<file path="src/hdl/vca_pkg.sv">
// ============================================================================
// vca_pkg
// Shared types, codes and constants of the voice channel allocator.
// ============================================================================
package vca_pkg;

    // Default table depth
    localparam int DEF_NUM_CHANNELS = 32;

    // Field widths
    localparam int KIND_W    = 2;
    localparam int ENTITY_W  = 10;
    localparam int SUB_W     = 4;
    localparam int LENGTH_W  = 24;
    localparam int NOW_W     = 31;
    localparam int REL_W     = 5;
    localparam int STATUS_W  = 2;
    localparam int CHAN_W    = 5;
    localparam int TIME_W    = 32;
    localparam int COUNT_W   = 6;
    localparam int CFG_DW    = 10;
    localparam int IN_DATA_W  = 80;
    localparam int OUT_DATA_W = 8;

    // Reset values of the configuration registers
    localparam logic [COUNT_W-1:0]  RST_CHANNEL_COUNT = COUNT_W'(32);
    localparam logic [ENTITY_W-1:0] RST_PLAYER_ENTITY = ENTITY_W'(1);

    // Initial bound of the remaining-time search
    localparam logic [TIME_W-1:0] LIFE_BOUND = 32'h7fff_ffff;

    // Configuration register indexes
    typedef enum logic [0:0] {
        CFG_CHANNEL_COUNT = 1'b0,
        CFG_PLAYER_ENTITY = 1'b1
    } t_cfg_idx;

    // Request kinds
    typedef enum logic [KIND_W-1:0] {
        KIND_ISSUE   = 2'd0,
        KIND_CLEAR   = 2'd1,
        KIND_RELEASE = 2'd2,
        KIND_SPARE   = 2'd3
    } t_kind;

    // Result status codes
    typedef enum logic [STATUS_W-1:0] {
        ST_ASSIGNED = 2'd0,
        ST_NONE     = 2'd1,
        ST_NEG_SUB  = 2'd2,
        ST_DONE     = 2'd3
    } t_status;

    // Sequencer states
    typedef enum logic [1:0] {
        S_IDLE  = 2'd0,
        S_SCAN  = 2'd1,
        S_WRITE = 2'd2,
        S_DONE  = 2'd3
    } t_state;

    // One table entry held in memory
    typedef struct packed {
        logic [ENTITY_W-1:0] entity;
        logic [SUB_W-1:0]    sub;
        logic [TIME_W-1:0]   end_time;
    } t_chan;

    // Table control strobes
    typedef struct packed {
        logic clear;
        logic rel_we;
        logic wr_en;
    } t_tbl_ctl;

    // Scan control strobes
    typedef struct packed {
        logic start;
        logic cmp_vld;
        logic cmp_last;
    } t_scan_ctl;

    // Scan status
    typedef struct packed {
        logic found;
        logic stop;
    } t_scan_res;

endpackage

</file>
<file path="src/hdl/voice_channel_allocator.sv">
// ============================================================================
// voice_channel_allocator
// Assigns sound issue requests to playback channels, reusing a matching
// subchannel or stealing the channel closest to its end; clears or releases
// channels on the other request kinds.
// ============================================================================
//
//  channel   | direction | payload
//  ----------+-----------+--------------------------------------------------
//  s_axis    | in        | tuser: kind; tdata: entity, subchannel,
//            |           |   sound_length, now, release_index
//  m_axis    | out       | tuser: status; tdata: channel, stole_active
//  cfg       | in        | index 0 channel_count, index 1 player_entity
//
//  An issue request scans count = min(channel_count, NUM_CHANNELS) entries:
//  the table memory gives one entry per cycle on its single read port, and a
//  subchannel hit ends the scan early. Clear, release, negative subchannel and
//  spare kinds skip the scan. A new request is taken while the previous result
//  waits in the output register; a stalled output holds the sequencer in its
//  done state. Reset empties the table at once.
//
module voice_channel_allocator
    import vca_pkg::*;
#(
    parameter int NUM_CHANNELS = DEF_NUM_CHANNELS
) (
    input  logic                  i_clk,
    input  logic                  i_rst_n,
    // Request stream
    input  logic                  s_axis_tvalid,
    output logic                  s_axis_tready,
    // [9:0] entity, [13:10] subchannel, [37:14] sound_length,
    // [68:38] now, [73:69] release_index, [79:74] zero
    input  logic [IN_DATA_W-1:0]  s_axis_tdata,
    // [1:0] kind
    input  logic [KIND_W-1:0]     s_axis_tuser,
    // Result stream
    output logic                  m_axis_tvalid,
    input  logic                  m_axis_tready,
    // [4:0] channel, [5] stole_active, [7:6] zero
    output logic [OUT_DATA_W-1:0] m_axis_tdata,
    // [1:0] status
    output logic [STATUS_W-1:0]   m_axis_tuser,
    // Configuration writes
    input  logic                  i_cfg_we,
    input  logic [0:0]            i_cfg_addr,
    input  logic [CFG_DW-1:0]     i_cfg_wdata
);

    localparam int CW    = (NUM_CHANNELS > 1) ? $clog2(NUM_CHANNELS) : 1;
    localparam int CNT_W = $clog2(NUM_CHANNELS + 1);

    t_state              r_state, n_state;
    logic [COUNT_W-1:0]  r_channel_count;
    logic [ENTITY_W-1:0] r_player;

    // Request fields
    logic [ENTITY_W-1:0] r_entity;
    logic [SUB_W-1:0]    r_sub;
    logic [LENGTH_W-1:0] r_length;
    logic [NOW_W-1:0]    r_now;
    logic [CW-1:0]       r_last_idx;

    // Scan pipeline
    logic [CW-1:0]       r_addr;
    logic                r_issue_done;
    logic                r_cmp_vld;
    logic [CW-1:0]       r_cmp_idx;
    logic                r_cmp_last;

    // Pending result and output register
    t_status             r_res_status;
    logic [CHAN_W-1:0]   r_res_chan;
    logic                r_res_stole;
    logic                r_m_valid;
    t_status             r_m_status;
    logic [CHAN_W-1:0]   r_m_chan;
    logic                r_m_stole;

    logic                w_accept;
    t_kind               w_kind;
    logic [CNT_W-1:0]    w_count;
    logic [REL_W-1:0]    w_rel;
    logic                w_out_free;
    logic                w_load_out;
    t_tbl_ctl            w_tbl_ctl;
    t_scan_ctl           w_scan_ctl;
    t_scan_res           w_scan_res;
    t_chan               w_wr_chan;
    t_chan               w_rd_chan;
    logic                w_rd_active;
    logic [NUM_CHANNELS-1:0] w_active_vec;
    logic [CW-1:0]       w_chosen;

    assign w_accept   = s_axis_tvalid && s_axis_tready;
    assign w_kind     = t_kind'(s_axis_tuser);
    assign w_rel      = s_axis_tdata[73:69];
    assign w_out_free = !r_m_valid || m_axis_tready;
    assign w_count    = (int'(r_channel_count) > NUM_CHANNELS) ?
                        CNT_W'(NUM_CHANNELS) : CNT_W'(r_channel_count);

    // Configuration registers
    always_ff @(posedge i_clk) begin
        if (!i_rst_n) begin
            r_channel_count <= RST_CHANNEL_COUNT;
            r_player        <= RST_PLAYER_ENTITY;
        end else if (i_cfg_we) begin
            case (t_cfg_idx'(i_cfg_addr))
                CFG_CHANNEL_COUNT: r_channel_count <= i_cfg_wdata[COUNT_W-1:0];
                CFG_PLAYER_ENTITY: r_player        <= i_cfg_wdata;
                default: ;
            endcase
        end
    end

    // State register
    always_ff @(posedge i_clk) begin
        if (!i_rst_n) begin
            r_state <= S_IDLE;
        end else begin
            r_state <= n_state;
        end
    end

    // Next state and control strobes
    always_comb begin
        n_state             = r_state;
        s_axis_tready       = 1'b0;
        w_load_out          = 1'b0;
        w_tbl_ctl           = '0;
        w_scan_ctl.start    = 1'b0;
        w_scan_ctl.cmp_vld  = 1'b0;
        w_scan_ctl.cmp_last = r_cmp_last;
        case (r_state)
            S_IDLE: begin
                s_axis_tready = 1'b1;
                if (s_axis_tvalid) begin
                    w_scan_ctl.start = 1'b1;
                    case (w_kind)
                        KIND_CLEAR: begin
                            w_tbl_ctl.clear = 1'b1;
                            n_state         = S_DONE;
                        end
                        KIND_RELEASE: begin
                            w_tbl_ctl.rel_we = int'(w_rel) < NUM_CHANNELS;
                            n_state          = S_DONE;
                        end
                        KIND_ISSUE: begin
                            n_state = (s_axis_tdata[13] || w_count == '0) ? S_DONE : S_SCAN;
                        end
                        default: n_state = S_DONE;
                    endcase
                end
            end
            S_SCAN: begin
                w_scan_ctl.cmp_vld = r_cmp_vld;
                if (w_scan_res.stop) begin
                    n_state = S_WRITE;
                end
            end
            S_WRITE: begin
                w_tbl_ctl.wr_en = w_scan_res.found;
                n_state         = S_DONE;
            end
            S_DONE: begin
                if (w_out_free) begin
                    w_load_out = 1'b1;
                    n_state    = S_IDLE;
                end
            end
            default: n_state = S_IDLE;
        endcase
    end

    // Capture request and step the read address
    always_ff @(posedge i_clk) begin
        if (w_accept) begin
            r_entity   <= s_axis_tdata[9:0];
            r_sub      <= s_axis_tdata[13:10];
            r_length   <= s_axis_tdata[37:14];
            r_now      <= s_axis_tdata[68:38];
            r_last_idx <= CW'(w_count - CNT_W'(1));
            r_addr     <= '0;
        end else if (r_state == S_SCAN && r_addr != r_last_idx) begin
            r_addr <= r_addr + CW'(1);
        end
        r_cmp_idx  <= r_addr;
        r_cmp_last <= (r_addr == r_last_idx);
    end

    // Track issued reads
    always_ff @(posedge i_clk) begin
        if (!i_rst_n || w_accept) begin
            r_issue_done <= 1'b0;
            r_cmp_vld    <= 1'b0;
        end else begin
            r_cmp_vld <= (r_state == S_SCAN) && !r_issue_done && !w_scan_res.stop;
            if (r_state == S_SCAN && r_addr == r_last_idx) begin
                r_issue_done <= 1'b1;
            end
        end
    end

    // Prepare result
    always_ff @(posedge i_clk) begin
        if (w_accept) begin
            r_res_chan  <= '0;
            r_res_stole <= 1'b0;
            if (w_kind != KIND_ISSUE) begin
                r_res_status <= ST_DONE;
            end else if (s_axis_tdata[13]) begin
                r_res_status <= ST_NEG_SUB;
            end else begin
                r_res_status <= ST_NONE;
            end
        end else if (r_state == S_WRITE && w_scan_res.found) begin
            r_res_status <= ST_ASSIGNED;
            r_res_chan   <= CHAN_W'(w_chosen);
            r_res_stole  <= w_active_vec[w_chosen];
        end
    end

    // Output register
    always_ff @(posedge i_clk) begin
        if (!i_rst_n) begin
            r_m_valid <= 1'b0;
        end else if (w_load_out) begin
            r_m_valid <= 1'b1;
        end else if (m_axis_tready) begin
            r_m_valid <= 1'b0;
        end
    end

    always_ff @(posedge i_clk) begin
        if (w_load_out) begin
            r_m_status <= r_res_status;
            r_m_chan   <= r_res_chan;
            r_m_stole  <= r_res_stole;
        end
    end

    assign m_axis_tvalid = r_m_valid;
    assign m_axis_tuser  = r_m_status;
    assign m_axis_tdata  = {2'b00, r_m_stole, r_m_chan};

    // New entry for the chosen channel
    assign w_wr_chan.entity   = r_entity;
    assign w_wr_chan.sub      = r_sub;
    assign w_wr_chan.end_time = {1'b0, r_now} + TIME_W'(r_length);

    vca_table #(
        .NUM_CHANNELS (NUM_CHANNELS)
    ) u_table (
        .i_clk        (i_clk),
        .i_rst_n      (i_rst_n),
        .i_ctl        (w_tbl_ctl),
        .i_rel_idx    (CW'(w_rel)),
        .i_wr_idx     (w_chosen),
        .i_wr_chan    (w_wr_chan),
        .i_rd_idx     (r_addr),
        .o_rd_chan    (w_rd_chan),
        .o_rd_active  (w_rd_active),
        .o_active_vec (w_active_vec)
    );

    vca_scan #(
        .NUM_CHANNELS (NUM_CHANNELS)
    ) u_scan (
        .i_clk        (i_clk),
        .i_rst_n      (i_rst_n),
        .i_ctl        (w_scan_ctl),
        .i_idx        (r_cmp_idx),
        .i_chan       (w_rd_chan),
        .i_active     (w_rd_active),
        .i_req_entity (r_entity),
        .i_req_sub    (r_sub),
        .i_req_now    (r_now),
        .i_player     (r_player),
        .o_res        (w_scan_res),
        .o_chosen     (w_chosen)
    );

    // A chosen channel is active after its write-back
    a_write_sets_active: assert property (@(posedge i_clk) disable iff (!i_rst_n)
        (r_state == S_WRITE && w_scan_res.found) |=> w_active_vec[$past(w_chosen)])
        else $error("chosen channel not active after write-back");

    // Clear empties every active flag
    a_clear_empties: assert property (@(posedge i_clk) disable iff (!i_rst_n)
        (w_accept && w_kind == KIND_CLEAR) |=> (w_active_vec == '0))
        else $error("active flags remain after clear");

    // Only an assignment carries a channel or a steal flag
    a_idle_result_zero: assert property (@(posedge i_clk) disable iff (!i_rst_n)
        (m_axis_tvalid && m_axis_tuser != ST_ASSIGNED) |-> (m_axis_tdata == '0))
        else $error("non-assigned result carries channel data");

endmodule

</file>
<file path="src/hdl/vca_table.sv">
// ============================================================================
// vca_table
// Channel table: entry memory with registered read, plus written and active
// flags per channel in flip-flops that reset and clear empty at once.
// ============================================================================
module vca_table
    import vca_pkg::*;
#(
    parameter int NUM_CHANNELS = DEF_NUM_CHANNELS,
    localparam int CW = (NUM_CHANNELS > 1) ? $clog2(NUM_CHANNELS) : 1
) (
    input  logic                    i_clk,
    input  logic                    i_rst_n,
    input  t_tbl_ctl                i_ctl,
    input  logic [CW-1:0]           i_rel_idx,
    input  logic [CW-1:0]           i_wr_idx,
    input  t_chan                   i_wr_chan,
    input  logic [CW-1:0]           i_rd_idx,
    output t_chan                   o_rd_chan,
    output logic                    o_rd_active,
    output logic [NUM_CHANNELS-1:0] o_active_vec
);

    t_chan                   mem [NUM_CHANNELS];
    logic [NUM_CHANNELS-1:0] r_valid;
    logic [NUM_CHANNELS-1:0] r_active;
    t_chan                   r_rd_chan;
    logic                    r_rd_valid;
    logic                    r_rd_active;

    // Write entry memory
    always_ff @(posedge i_clk) begin
        if (i_ctl.wr_en) begin
            mem[i_wr_idx] <= i_wr_chan;
        end
    end

    // Read entry memory, registered
    always_ff @(posedge i_clk) begin
        r_rd_chan <= mem[i_rd_idx];
    end

    // Track written and active flags
    always_ff @(posedge i_clk) begin
        if (!i_rst_n || i_ctl.clear) begin
            r_valid  <= '0;
            r_active <= '0;
        end else begin
            if (i_ctl.rel_we) begin
                r_active[i_rel_idx] <= 1'b0;
            end
            if (i_ctl.wr_en) begin
                r_valid[i_wr_idx]  <= 1'b1;
                r_active[i_wr_idx] <= 1'b1;
            end
        end
    end

    // Register flags alongside the read data
    always_ff @(posedge i_clk) begin
        if (!i_rst_n) begin
            r_rd_valid  <= 1'b0;
            r_rd_active <= 1'b0;
        end else begin
            r_rd_valid  <= r_valid[i_rd_idx];
            r_rd_active <= r_active[i_rd_idx];
        end
    end

    // Unwritten entries read as zero
    assign o_rd_chan    = r_rd_valid ? r_rd_chan : '0;
    assign o_rd_active  = r_rd_active;
    assign o_active_vec = r_active;

endmodule

</file>
<file path="src/hdl/vca_scan.sv">
// ============================================================================
// vca_scan
// Victim search: compares one table entry per cycle, while the compare strobe
// is set, against the request and keeps the best candidate, stopping on a subchannel hit or the last entry.
// ============================================================================
module vca_scan
    import vca_pkg::*;
#(
    parameter int NUM_CHANNELS = DEF_NUM_CHANNELS,
    localparam int CW = (NUM_CHANNELS > 1) ? $clog2(NUM_CHANNELS) : 1
) (
    input  logic                i_clk,
    input  logic                i_rst_n,
    input  t_scan_ctl           i_ctl,
    input  logic [CW-1:0]       i_idx,
    input  t_chan               i_chan,
    input  logic                i_active,
    input  logic [ENTITY_W-1:0] i_req_entity,
    input  logic [SUB_W-1:0]    i_req_sub,
    input  logic [NOW_W-1:0]    i_req_now,
    input  logic [ENTITY_W-1:0] i_player,
    output t_scan_res           o_res,
    output logic [CW-1:0]       o_chosen
);

    logic [TIME_W-1:0] r_best;
    logic [CW-1:0]     r_chosen;
    logic              r_found;
    logic [TIME_W-1:0] w_life;
    logic              w_hit;
    logic              w_skip;
    logic              w_better;

    // Compare current entry
    always_comb begin
        w_life   = i_chan.end_time - {1'b0, i_req_now};
        w_hit    = (i_req_sub != '0) && (i_chan.entity == i_req_entity) &&
                   (i_chan.sub == i_req_sub);
        w_skip   = (i_chan.entity == i_player) && (i_req_entity != i_player) && i_active;
        w_better = $signed(w_life) < $signed(r_best);
    end

    // Hold best candidate
    always_ff @(posedge i_clk) begin
        if (!i_rst_n || i_ctl.start) begin
            r_found  <= 1'b0;
            r_best   <= LIFE_BOUND;
            r_chosen <= '0;
        end else if (i_ctl.cmp_vld) begin
            if (w_hit) begin
                r_found  <= 1'b1;
                r_chosen <= i_idx;
            end else if (!w_skip && w_better) begin
                r_found  <= 1'b1;
                r_best   <= w_life;
                r_chosen <= i_idx;
            end
        end
    end

    assign o_res.found = r_found;
    assign o_res.stop  = i_ctl.cmp_vld && (w_hit || i_ctl.cmp_last);
    assign o_chosen    = r_chosen;

endmodule
</file>
<file path="config.mk">
export PLATFORM = sky130hd
export DESIGN_NAME = voice_channel_allocator
export DESIGN_NICKNAME = d
export VERILOG_FILES = /design/src/hdl/vca_pkg.sv /design/src/hdl/voice_channel_allocator.sv /design/src/hdl/vca_table.sv /design/src/hdl/vca_scan.sv
export SDC_FILE = /design/constraint.sdc
export NUM_CORES = 2
export LEC_CHECK = 0
export BUFFER_PORTS_ARGS = -buffer_cell sky130_fd_sc_hd__buf_2
export CAP_MARGIN = 20
export CORE_ASPECT_RATIO = 0.8
export CORE_MARGIN = 2
export CORE_UTILIZATION = 35
export DETAILED_ROUTE_END_ITERATION = 7
export PLACE_DENSITY = 0.49
export SYNTH_ARGS = -nofsm -noshare
export SYNTH_HDL_FRONTEND = slang
export SYNTH_SLANG_ARGS = --single-unit
</file>
<file path="constraint.sdc">
create_clock -name i_clk -period 7.4 [get_ports i_clk]
set_clock_uncertainty 0.15 [all_clocks]
set_input_delay 0.74 -clock i_clk [delete_from_list [all_inputs] [get_ports i_clk]]
set_output_delay 0.74 -clock i_clk [all_outputs]
set_load 0.02 [all_outputs]
</file>
After elaboration in Yosys (flattened, before gate mapping):

Memories as Yosys holds them, arrays and structs flattened. A register that Yosys moved wholly into a read port is not among the register bits.
Index checks and enable logic that the tools add are counted.

* flip-flop bits (word level): 226
* bits in writable memories: 1472
* input bits: 98
* output and inout bits: 12
* logic and storage cells: 141
* memories: 1

* add/sub/neg operators: 4
* magnitude comparators: 7
* equality and inequality tests: 14
* muxes and demuxes: 44
* bitwise operators: 6
* reductions and logical operators: 38

Memories
* u_table.mem: depth 32, bits a word 46, read ports 1, clocked after Yosys merged registers in 1, write ports 1, RTL line vca_table.sv:24 `t_chan mem [NUM_CHANNELS];`

Operator list (number)
* 2-to-1 mux 32 bit: 3
* bitwise OR 32 bit: 2
* 2-to-1 mux 46 bit: 1
* adder 31 x 24 -> 32 bit: 1
* AND 32 bit: 1
* less-than comparator 32 bit: 1
* NOT 32 bit: 1
* subtractor 32 x 31 -> 32 bit: 1
* 2-to-1 mux 2 bit: 11
* equality test 10 bit: 2
* 2-to-1 mux 1 bit: 20
* less-than comparator 5 x 6 -> 1 bit, second input constant: 3
* binary-select mux 1 bit (select 5 bit): 3
* logical AND 1 bit: 14
* demux 1 bit (select 5 bit): 2
* >= comparator 5 x 1 -> 1 bit, second input constant: 2
* 2-to-1 mux 5 bit: 2
* inequality test 10 bit: 1
* case mux 2 bit (4 select lines): 1
* nonzero test 2 bit: 4
* equality test 2 bit, second input constant: 3
* greater-than comparator 6 bit, second input constant: 1
* logical NOT 6 bit: 1
* logical OR 1 bit: 6
* other kinds (14): 26

Logic depth before layout (Yosys ltp):

* depth after elaboration: 10
* mapped depth: 26
* depth with buffers taken out: 21

Modules after synthesis:

Synthesis repeated with hierarchy kept, for this count alone.

* cells, all modules: 3596
* area, all modules: 69982.1 sq um

Modules (own cells, without submodules)
* vca_table: instances 1, cells each 2527, area each 59703.5 sq um, sequential area each 46444.5 sq um
* voice_channel_allocator: instances 1, cells each 484, area each 5834.3 sq um, sequential area each 3283.1 sq um
* vca_scan: instances 1, cells each 585, area each 4444.3 sq um, sequential area each 760.7 sq um

Least setup slack after synthesis:

Ideal clock, no wire load.

* path kind: flip-flop to flip-flop
* start: register u_table.r_rd_valid
* end: register u_scan.r_best[31]
* library setup time: 0.095 ns
* arrival: 5.358 ns
* required time: 7.155 ns
* slack: 1.797 ns
* stages on the path, launching flop included: 26
* buffers on the path: 4
* period minus slack after synthesis: 5.603 ns
* cell sequence: dfxtp_1 > buf_2 > clkbuf_1 > clkbuf_1 > clkbuf_1 > nand2_1 > ha_1 > fa_1 > nand2b_1 > a21oi_1 > o211ai_1 > o31ai_1 > o21ai_1 > o31ai_1 > a221oi_1 > xnor2_1 > ha_1 > nand4_1 > nor2_1 > o21ai_0 > nor2_1 > nor4b_2 > mux2i_4 > or2_1 > or3_1 > o311ai_1

* elaborated cells on any way between the ends: 14
* those cells by class: add/sub (1); order compare (1); eq/ne (3); mux (1); bitwise (1); reduce/logical (7)

RTL lines
* start, declared: RTL line vca_table.sv:28 `logic r_rd_valid;`
* start signal, assigned: RTL line vca_table.sv:65 `r_rd_valid <= r_valid[i_rd_idx];`
* 2-to-1 mux 46 bit: RTL line vca_table.sv:71 `assign o_rd_chan = r_rd_valid ? r_rd_chan : '0;`
* subtractor 32 x 31 -> 32 bit: RTL line vca_scan.sv:36 `w_life = i_chan.end_time - {1'b0, i_req_now};`
* net u_scan.w_life[30]: RTL line vca_scan.sv:29 `logic [TIME_W-1:0] w_life;`
* less-than comparator 32 bit: RTL line vca_scan.sv:40 `w_better = $signed(w_life) < $signed(r_best);`
* logical AND 1 bit: RTL line vca_scan.sv:53 `end else if (!w_skip && w_better) begin`
* AND reduction 3 bit (no source line)
* end signal, assigned: RTL line vca_scan.sv:55 `r_best <= w_life;`
* end, declared: RTL line vca_scan.sv:26 `logic [TIME_W-1:0] r_best;`

The timed path passes the listed nets, and every way through them passes these cells.
A chain may end at the register's enable or synchronous reset.

Worst setup path after layout:

* start: register u_table.r_rd_valid
* end: register u_scan.r_best[16]

Same word-level chain as after synthesis.

==> qor.yml <==
outcome: "finished, final reports clean"
synth_largest_area_cell: "edfxtp_1"
clk_path_buf_depth: 3
clk_pin_slew_ns: 0.06
gr-usage-met1_pct: 27.76
p_leak_nw: 25.86
cp_max_fo: 38
max_slew_margin_pct: 20.53
utilization_pct: 40.74
ant_nets: 0
insertion_delay_ns: 0.79
cp.arrival_ns: 7.00
holdCritPathClass: "primary input to flip-flop"
syn2layout_area_growth_pct: 15.95
slew_violations: 0
cts_tree: "done"
port_buffers: 101
num-nets-final: 4031
root_buffer: "clkbuf_16"
layout_commonest_cell: "edfxtp_1"
crit_required_ns: 7.93
synth_edf_count: 1556
drc: 0
grt_pass1_wl_um: 270700
grtUsageMet3_pct: 3.597
finalNonFillerCells: 6648
cp_num_buf_inv: 2
cts_buffers: 178
antenna_found_initial: 7
grt_overflow: 0
drt-initial-drc-count: 3608
start_util_pct: 35.14
r2r_start: "u_table.r_rd_valid"
finalCriticalPeriod_ns: 6.469
dpl.cell_count: 6243
drive_gt1_share_pct: 26.86
worst_slack_ns: 0.9308
synth_cell_types: 74
seq_area_um2: 50510
stdcell_area_um2: 80460
yosysSeqAreaShare_pct: 72.76
met2_usage_pct: 29.18
fmax_ghz: 0.1546
syn_inst: 3538
row_count: 146
worstPathCellList: "nand2_1 -> ha_1 -> fa_1 -> nand2b_1 -> a21oi_1 -> o211ai_1 -> o31ai_1 -> buf_4 -> o21ai_1 -> o31ai_1 -> a221oi_1 -> xnor2_1 -> ha_1 -> nand4_1 -> nor2_1 -> o21ai_0 -> nor2_1 -> o22ai_1 -> mux2i_4 -> nor2_4 -> buf_4 -> o21ai_1 -> a21o_1"
tightest_slew_ns: 1.192
slowest_delay_ns: 0.55
critPathKind: "flip-flop to flip-flop"
final-setup-viol-count: 0
rsz0062_at_grt: "no"
synth_area_leaders: "edfxtp_1 67%, mux4_2 16%, dfxtp_1 5.4%, ha_1 1.7%, nand2_1 0.85%"
h-tree-depth: 4
powerDensity_nw_per_um2: 335.9
reg2reg_setup_slack_ns: 0.93
synth.top_cell.area_share_pct: 67.34
multi_input_area_um2: 18070
synth.cell_area_um2: 69390
r2r-end: "u_scan.r_best[16]"
cp-start-kind: "flip-flop"
path_delay_family: "compound AO/OA/AOI/OAI gates"
dr_total_vias: 35150
ys.warnings.count: 0
vias_per_cell: 5.287
grt_usage_pct: 18.90
finalSetupTns_ns: 0
fp.coreArea_um2: 197500
io_pins: 110
die_area_um2: 201800
crit_slowest_cell: "o31ai_1"
holdWs_ns: 0.1002
hold_end: "r_channel_count[5]"
maxCapViolations: 0
reg2reg_depth: 23
first_global_vias: 35410
post_dp_cell_area_um2: 73850
whs_path_depth: 2
busiest_layer: "met2"
wl_um: 190900
cts.sinks: 1744
hold_viol_final: 0
die_w_um: 501.8
grt_max_degree: 124
synth-main-ff-cell: "edfxtp_1"
synth_area_per_cell_um2: 19.61
die_h_um: 402.2
n_fill_cell: 17560
first_pass_iters: 5
wl_per_cell_um: 28.71
synth_seq_cells: 1744
hp-start: "i_rst_n"
peakVddDrop_uv: 254.3
end_kind: "flip-flop"
dp_slack_ns: 0.9398
final_cell_mix: "1556 x edfxtp_1, 488 x mux4_2, 183 x clkbuf_16"
hpwlAfterDp_um: 101900
postSynth.asyncResetShare_pct: 0
power_mw: 27.02
gp_congestion: 0.7980
fin_crit_sh_pct: 87.42
-- repair_timing --
action / in CTS / in global routing
hold endpoints to repair: 79 / 0
resized for setup: 0 / 0
hold buffers: 77 / 0
buffers inserted: 0 / 0
-- worst max-delay path by stage --
stage                             from                 to  cells after the start
global placement    u_table.r_rd_valid  u_scan.r_best[16]                     23
CTS                 u_table.r_rd_valid  u_scan.r_best[16]                     23
finish              u_table.r_rd_valid  u_scan.r_best[16]                     23
detailed placement  u_table.r_rd_valid  u_scan.r_best[16]                     23
floorplan           u_table.r_rd_valid  u_scan.r_best[31]                     25
global route        u_table.r_rd_valid  u_scan.r_best[16]                     23
-- report_power, final --
part / internal [mW] / switching [mW] / total (mW)
Combinational: 2.08 / 3.20 / 5.28
Clock: 5.13 / 3.81 / 8.94
Sequential: 12.5 / 0.302 / 12.8
Total: 19.7 / 7.31 / 27.0
-- registers in the layout, indices dropped and copies added (netlist names), 2 cells and up --
register	count
r_sub	4
r_player	10
u_scan.r_best	32
r_length	24
u_table.o_active_vec	32
u_scan.o_chosen	5
r_entity	10
r_addr	5
m_axis_tuser	2
r_m_chan	5
u_table.r_valid	32
r_cmp_idx	5
r_res_chan	5
r_now	31
r_res_status	2
r_channel_count	6
u_table.mem	1472
r_state	2
u_table.r_rd_chan	46
r_last_idx	5
-- cell families after synthesis --
family / count (synthesis) / synth area share (%)
AO/OA/AOI/OAI: 335 / 3.029
XOR/XNOR: 85 / 1.073
adder cells (fa/ha/maj): 95 / 1.735
buffers and inverters: 279 / 1.547
flip-flops: 1744 / 72.76
multiplexers: 546 / 16.78
other: 1 / 0.005405
AND/OR/NAND/NOR: 453 / 3.067
-- metal layers --
| layer | vias up | share of wire [%] |
|---|---|---|
| li1 | 14960 | - |
| met1 | 18970 | 46 |
| met4 | 0 | 1.9 |
| met3 | 206 | 5.9 |
| met5 | - | 0 |
| met2 | 1003 | 46 |
-- synthesized netlist by cell type (12+ instances only) --
| library cell | instances |
|---|---|
| a21o_1 | 26 |
| a21oi_1 | 111 |
| and2_1 | 35 |
| buf_1 | 39 |
| clkbuf_1 | 110 |
| dfxtp_1 | 188 |
| edfxtp_1 | 1556 |
| ha_1 | 93 |
| inv_1 | 120 |
| mux2_2 | 47 |
| mux4_2 | 488 |
| nand2_1 | 157 |
| nand2b_1 | 18 |
| nand3_1 | 23 |
| nand4_1 | 12 |
| nor2_1 | 130 |
| nor2b_1 | 16 |
| nor3_1 | 17 |
| o211ai_1 | 33 |
| o21a_1 | 13 |
| o21ai_0 | 69 |
| xnor2_1 | 56 |
| xor2_1 | 29 |
-- worst reg2reg max path, cell delays in order (launching register included) --
cell      delay [ns]
dfxtp_2         0.53
nand2_1         0.11
ha_1            0.23
fa_1            0.43
nand2b_1        0.18
a21oi_1         0.23
o211ai_1        0.23
o31ai_1         0.30
buf_4           0.19
o21ai_1         0.17
o31ai_1         0.55
a221oi_1        0.18
xnor2_1         0.21
ha_1            0.33
nand4_1         0.11
nor2_1          0.23
o21ai_0         0.17
nor2_1          0.13
o22ai_1         0.17
mux2i_4         0.32
nor2_4          0.46
buf_4           0.47
o21ai_1         0.12
a21o_1          0.19
-- final cells by class --
cell class / count / share of cell area [%]
Inverter: 120 / 0.6625
Clock inverter: 76 / 0.9315
Clock buffer: 249 / 6.249
Antenna cell: 1 / 0.003110
Tap cell: 2664 / 4.143
Multi-Input combinational cell: 1516 / 22.46
Timing Repair Buffer: 278 / 2.771
Sequential cell: 1744 / 62.78
(Power assumes the default switching activity.)
